==> config.mk <==
export PLATFORM = sky130hd
export DESIGN_NAME = nnis_div
export DESIGN_NICKNAME = d
export VERILOG_FILES = /design/src/sv/nnis_pkg.sv /design/src/sv/nnis_div.sv
export SDC_FILE = /design/constraint.sdc
export NUM_CORES = 1
export LEC_CHECK = 0
export ABC_AREA = 1
export BUFFER_PORTS_ARGS = -buffer_cell sky130_fd_sc_hd__buf_2
export CAP_MARGIN = 20
export CORE_UTILIZATION = 55
export DETAILED_ROUTE_END_ITERATION = 10
export PLACE_DENSITY = 0.9
export REMOVE_ABC_BUFFERS = 1
export SYNTH_ARGS = -nofsm -noshare
export SYNTH_HDL_FRONTEND = slang
export SYNTH_SLANG_ARGS = --single-unit
==> constraint.sdc <==
create_clock -name i_clk -period 5 [get_ports i_clk]
set_input_delay 0.25 -clock i_clk [delete_from_list [all_inputs] [get_ports i_clk]]
set_output_delay 0.25 -clock i_clk [all_outputs]
set_load 0.005 [all_outputs]
==> src/sv/nnis_pkg.sv <==
// Shared types, widths and defaults of the nearest-neighbor image scaler.
package nnis_pkg;

    // Fixed field widths.
    localparam int COORD_W = 12;                  // coordinate fields
    localparam int REG_W   = 13;                  // size and pitch registers
    localparam int PIX_W   = 32;                  // packed pixel word
    localparam int PROD_W  = COORD_W + REG_W;     // coordinate times size
    localparam int MUL_W   = PROD_W + REG_W;      // shared multiplier result
    localparam int ADDR_W  = MUL_W + 1;           // full store address before check
    localparam int CNT_W   = $clog2(PROD_W + 1);  // divider step counter

    // APB register map.
    localparam int PADDR_W = 5;
    localparam int PDATA_W = 32;

    // Defaults for the top-level parameters.
    localparam int STORE_PIXELS_DEF = 65536;
    localparam int MAX_DIM_DEF      = 4096;
    localparam int CHANNELS_DEF     = 4;

    typedef enum logic [2:0] {
        REG_SRC_WIDTH  = 3'd0,
        REG_SRC_HEIGHT = 3'd1,
        REG_SRC_PITCH  = 3'd2,
        REG_DST_WIDTH  = 3'd3,
        REG_DST_HEIGHT = 3'd4
    } t_reg_idx;

    typedef enum logic [3:0] {
        S_IDLE,
        S_MUL_X,
        S_DIV_X,
        S_MUL_Y,
        S_DIV_Y,
        S_ADDR_MUL,
        S_ADDR_ADD,
        S_ACCESS,
        S_DONE
    } t_state;

    localparam logic MODE_LOAD  = 1'b0;
    localparam logic MODE_FETCH = 1'b1;

    // Request from the sequencer to the shared divider.
    typedef struct packed {
        logic              start;
        logic [PROD_W-1:0] dividend;
        logic [REG_W-1:0]  divisor;
    } t_div_req;

    // Status returned by the shared divider.
    typedef struct packed {
        logic              busy;
        logic              done;
        logic [PROD_W-1:0] quotient;
    } t_div_rsp;

endpackage

==> src/sv/nnis_div.sv <==
// Radix-2 restoring divider, one quotient bit per cycle.
module nnis_div
    import nnis_pkg::*;
(
    input  logic     i_clk,
    input  logic     i_rst_n,
    input  t_div_req i_req,
    output t_div_rsp o_rsp
);

    logic               r_busy;
    logic               r_done;
    logic [CNT_W-1:0]   r_cnt;
    logic [PROD_W-1:0]  r_quot;
    logic [REG_W-1:0]   r_rem;
    logic [REG_W-1:0]   r_div;

    logic [REG_W:0]     shifted;
    logic [REG_W:0]     diff;
    logic               q_bit;

    // Bring down the next dividend bit and try to subtract the divisor.
    always_comb begin
        shifted = {r_rem, r_quot[PROD_W-1]};
        diff    = shifted - {1'b0, r_div};
        q_bit   = (shifted >= {1'b0, r_div});
    end

    always_ff @(posedge i_clk) begin
        if (!i_rst_n) begin
            r_busy <= 1'b0;
            r_done <= 1'b0;
            r_cnt  <= '0;
        end else if (i_req.start) begin
            r_busy <= 1'b1;
            r_done <= 1'b0;
            r_cnt  <= CNT_W'(PROD_W);
        end else if (r_busy) begin
            r_cnt <= r_cnt - 1'b1;
            if (r_cnt == CNT_W'(1)) begin
                r_busy <= 1'b0;
                r_done <= 1'b1;
            end
        end else begin
            r_done <= 1'b0;
        end
    end

    always_ff @(posedge i_clk) begin
        if (i_req.start) begin
            r_quot <= i_req.dividend;
            r_rem  <= '0;
            r_div  <= i_req.divisor;
        end else if (r_busy) begin
            r_quot <= {r_quot[PROD_W-2:0], q_bit};
            r_rem  <= q_bit ? diff[REG_W-1:0] : shifted[REG_W-1:0];
        end
    end

    assign o_rsp.busy     = r_busy;
    assign o_rsp.done     = r_done;
    assign o_rsp.quotient = r_quot;

endmodule

## Word level (Yosys, flattened, before mapping)

Cells that the tools add are included.

- Add/subtract/negate cells: 2
- $lt $le $gt $ge: 1
- Equality and inequality tests: 1
- Multiplexer cells: 8
- Bitwise logic cells: 2
- Reduce and logical (&&, ||, !) cells: 3

Operator list:

| cell | number |
|---|---|
| two-way mux 25 bit | 2 |
| >= comparator 14 x 13 -> 1 bit | 1 |
| two-way mux 13 bit | 1 |
| subtractor 13 bit | 1 |
| two-way mux 5 bit | 2 |
| == test 5 x 1 -> 1 bit (second input constant) | 1 |
| subtractor 5 x 1 -> 5 bit (second input constant) | 1 |
| two-way mux 1 bit | 3 |
| OR reduction 3 bit | 1 |
| inverter 1 bit | 2 |
| nonzero test 2 bit | 1 |
| OR reduction 2 bit | 1 |

- Flip-flop bits (word level): 58
- Output and inout bits: 27

## Logic depth before layout (Yosys ltp)

- Word-level depth: 4
- Mapped depth: 14

## Least setup slack after synthesis

Ideal clock, no wire load.

- Path type: register -> register
- Start: reg r_quot[24]
- End: reg r_quot[0], data pin
- Library setup time: 0.252 ns
- Data arrival time: 1.774 ns
- Path slack: 2.973 ns
- Cell stages (with the launch flop): 14
- Path buffers: 1
- Cell sequence: edfxtp_1 inv_1 ha_1 inv_1 fa_1 nand2_1 nand2_1 nand3_1 nand2_2 nand2_4 nand3_4 buf_12 nand2_1 nand2_1

- Longest elaborated chain between the ends: 3

RTL lines:

| element | RTL line | RTL |
|---|---|---|
| start: declaration | nnis_div.sv:14 | `logic [PROD_W-1:0] r_quot;` |
| start signal: assignment | nnis_div.sv:51 | `r_quot <= i_req.dividend;` |
| start signal: assignment | nnis_div.sv:55 | `r_quot <= {r_quot[PROD_W-2:0], q_bit};` |
| >= comparator 14 x 13 -> 1 bit | nnis_div.sv:26 | `q_bit = (shifted >= {1'b0, r_div});` |
| two-way mux 25 bit | nnis_div.sv:54 | `end else if (r_busy) begin` |
| two-way mux 25 bit | nnis_div.sv:50 | `if (i_req.start) begin` |

Every way passes these cells. The select of a mux whose other input is x is not followed.
A chain may end at the register's enable or synchronous reset.

## Worst setup path after layout

Ends and elaborated chain as after synthesis.

==> run_results.csv <==
group,metric,value,unit
layout,post_route_cells_drive_above_1_share,22.6,%
detailed_routing,drt-met1-wl,3080,µm
grt,gr-total-overflow,0,
sta,slew_headroom,43.7,%
power_and_ir_drop,share_seq_of_total_power,49.1,%
clock_network,h-tree-depth,3,
place,place_congestion,0.906,
detailed_routing,wl_met2,3610,µm
hold_path,hold_path_class,"in -> reg",
detailed_routing,first_pass_iters,5,
clock_network,cts_tree,"done",
clock_network,numCtsBuffers,9,
detailed_routing,maxUsedRoutingLayer,"met4",
clock_network,post-cts-setup-buffer-count,0,
power_and_ir_drop,internal_power,0.000857,W
outcome,status,"complete, no violations",
floorplan,dieHeight,80.6,µm
clock_network,clockRootBuffer,"clkbuf_8",
worst_setup_path,rrSetupSlack,2750,ps
place,port_buffers,67,
yosys,ys_seq_area_share,45.3,%
yosys,muxShareOfSynthArea,0,%
power_and_ir_drop,p_clk_share,36.3,%
yosys,ys_types,34,
floorplan,dieArea,6500,µm²
sta,rsz0062_at_grt,"false",
place,hpwl,5460,µm
layout,finalNetCount,552,
power_and_ir_drop,power,0.00117,W
grt,grt_usage,25.6,%
sta,max_freq,0.445,GHz
power_and_ir_drop,power_leakage,2.07,nW
flow_run,cap_viol_max_count,0,
clock_network,cts_sinks,58,
worst_setup_path,path_max_fanout,15,
sta,timing.hold.ws,83.9,ps
sta,tns,0,ps
layout,area_growth,16.6,%
clock_network,insertion_delay,340,ps
detailed_routing,route.met3.wl,592,µm
sta,report.final.setup_viol,0,
detailed_routing,drc,0,
grt,grt_pass1_wl,12500,µm
worst_setup_path,crit_path_start_kind,"register",
yosys,synth_xor_area_share,1.29,%
floorplan,initial_utilization,57.1,%
worst_setup_path,required,5100,ps
yosys,synthCells,431,
grt,grt_max_degree,42,
power_and_ir_drop,powerDensity,294,nW/µm²
yosys,synth_adder_area_share,6.11,%
power_and_ir_drop,peakVddDrop,243,µV
detailed_routing,dr_total_vias,3023,
detailed_routing,vias_per_cell,5.26,
sta,worstMarginPinSlew,842,ps
sta,drv_slew,0,
detailed_routing,wl_per_cell,13.0,µm
worst_setup_path,cp.arrival,2350,ps
power_and_ir_drop,sw_frac_of_total,26.5,%
sta,hold_viol_final,0,
power_and_ir_drop,p_switching,0.000309,W
sta,min_period,2250,ps
sta,skew,8.86,ps
yosys,synth_compound_area_share,3.05,%
detailed_routing,drt.antenna.violating_nets,0,
worst_setup_path,worst_path_largest_cell_delay,450,ps
worst_setup_path,cpMostUsedCell,"nand2_1",
power_and_ir_drop,combinationalPowerShare,14.6,%
floorplan,dieWidth,80.6,µm
clock_network,path_clk_slew,70,ps
yosys,synth-simple-area-share,33.5,%
worst_setup_path,crit_type,"reg -> reg",
detailed_routing,routed_wirelength,7460,µm
layout,antenna_cells,0,
detailed_routing,drtIter0Drc,169,
floorplan,core,5960,µm²
yosys,ys_ff_latch,58,
grt,grt_pass1_vias,2911,
yosys,synth_warnings,0,
yosys,syn-cell-area,3400,µm²
grt,antenna_found_initial,0,
yosys,synth.avg_cell_area,7.89,µm²
worst_setup_path,cp_slowest_cell,"fa_1",
floorplan,ios,68,
clock_network,cts_buffer_depth,2,
worst_setup_path,cp_cell_sequence,"inv_1 > ha_1 > inv_1 > fa_1 > nand2_1 > nand2_1 > nand3_1 > nand2_2 > nand2_4 > nand3_4 > nand2_1 > nand2_1",
sta,finalCritPeriodShare,45.0,%
layout,postLayoutCoreUtil,66.6,%
worst_setup_path,crit_path_end_kind,"register",
clock_network,hold_buffers,0,
yosys,synth_top_family_by_area,"simple AND/OR/NAND/NOR gates",
floorplan,rows,28,
clock_network,cts.repair.resized,0,
[power by group through the flow]
stage | sequential [W] | clock, W | combinational [W]
global placement | 0.000582 | 0 | 0.000157
finish | 0.000573 | 0.000424 | 0.000170
floorplan | 0.000581 | 0 | 0.0000945
CTS | 0.000573 | 0.000428 | 0.000166
detailed placement | 0.000581 | 0 | 0.000164
global route | 0.000576 | 0.000451 | 0.000190
[layout make-up]
type,count,area [µm²]
Tap cell,75,93.8
Clock inverter,3,21.3
Multi-Input combinational cell,286,1490
Clock buffer,13,180
Sequential cell,58,1540
Timing Repair Buffer,68,363
Fill cell,477,1990
Inverter,72,270
[placed cells by master (no fill, tap or decap), types with 2 or more instances in the layout]
master and n:
nor2_4 2, xor2_1 2, nor2_2 3, nand3_2 7, a31oi_1 3, inv_2 4
inv_1 68, buf_2 67, xnor2_1 3, dfxtp_1 20, a21oi_1 3, nor2_1 15
nand4_1 18, ha_1 15, nand2_1 162, nand3_1 28, nand2_2 8, o21ai_0 5
clkbuf_8 11, edfxtp_1 38
[sequential cells by signal, indices dropped and copies added (netlist names)]
signal / flops
r_cnt: 5
r_done: 1
r_busy: 1
r_div: 13
r_rem: 13
r_quot: 25
[Yosys cell counts]
| master | count | area share, % |
|---|---|---|
| buf_2 | 5 | 0.74 |
| nor3b_1 | 1 | 0.22 |
| fa_1 | 1 | 0.59 |
| nand4_1 | 18 | 3.3 |
| inv_2 | 4 | 0.44 |
| xnor2_1 | 3 | 0.77 |
| edfxtp_1 | 38 | 34 |
| ha_1 | 15 | 5.5 |
| a21o_1 | 1 | 0.22 |
| buf_12 | 1 | 0.59 |
| nand2_2 | 8 | 1.5 |
| a211oi_1 | 1 | 0.22 |
| nand2_4 | 1 | 0.33 |
| o21ai_1 | 1 | 0.15 |
| nand3_1 | 28 | 4.1 |
| nand2_1 | 162 | 18 |
| nor2_1 | 15 | 1.7 |
| nand3_2 | 7 | 2.1 |
| clkbuf_1 | 5 | 0.55 |
| o21ai_0 | 5 | 0.74 |
| nand3_4 | 1 | 0.52 |
| nor2_4 | 2 | 0.66 |
| xor2_1 | 2 | 0.52 |
| nor2_2 | 3 | 0.55 |
| or2_2 | 1 | 0.18 |
| a21oi_1 | 3 | 0.44 |
| buf_4 | 4 | 0.88 |
| dfxtp_1 | 20 | 12 |
| a21oi_4 | 1 | 0.48 |
| o21ai_2 | 1 | 0.26 |
| nor3_1 | 1 | 0.15 |
| nand4_2 | 1 | 0.37 |
| a31oi_1 | 3 | 0.55 |
| inv_1 | 68 | 7.5 |
[worst max-delay path, delay by kind of cell (launching register included)]
kind                     cells  cell delay (ps)
AND/OR/NAND/NOR              8              890
buffers and inverters        2              160
adder cells (fa/ha/maj)      2              590
flip-flops                   1              370
[worst paths after layout]
path         depth (start not counted)         to  startpoint
max                                 12  r_quot[0]  r_quot[24]
min                                  1   r_div[6]    i_req[6]
max reg2reg                         12  r_quot[0]  r_quot[24]
min reg2reg                          2   r_cnt[4]    r_cnt[4]
[cell families after synthesis]
logic type               count (synthesis)
buffers and inverters                   87
AO/OA/AOI/OAI                           16
XOR/XNOR                                 5
flip-flops                              58
adder cells (fa/ha/maj)                 16
AND/OR/NAND/NOR                        249
[per-stage QoR]
step	cells	setup WS (ps)	cell area, µm²
after floorplan	416	2940	3310
after global placement	558	2730	3730
after detailed placement	558	2660	3730
after CTS	574	2760	3940
after global routing	575	2600	3960
final	575	2750	3960
[routing by layer]
layer / vias to the layer above / track usage (%)
met5: - / 0
met2: 146 / 42.0
met3: 21 / 7.61
met4: 0 / 11.3
li1: 1492 / -
met1: 1364 / 30.9
Note: power is estimated with default switching activity, not from simulation.
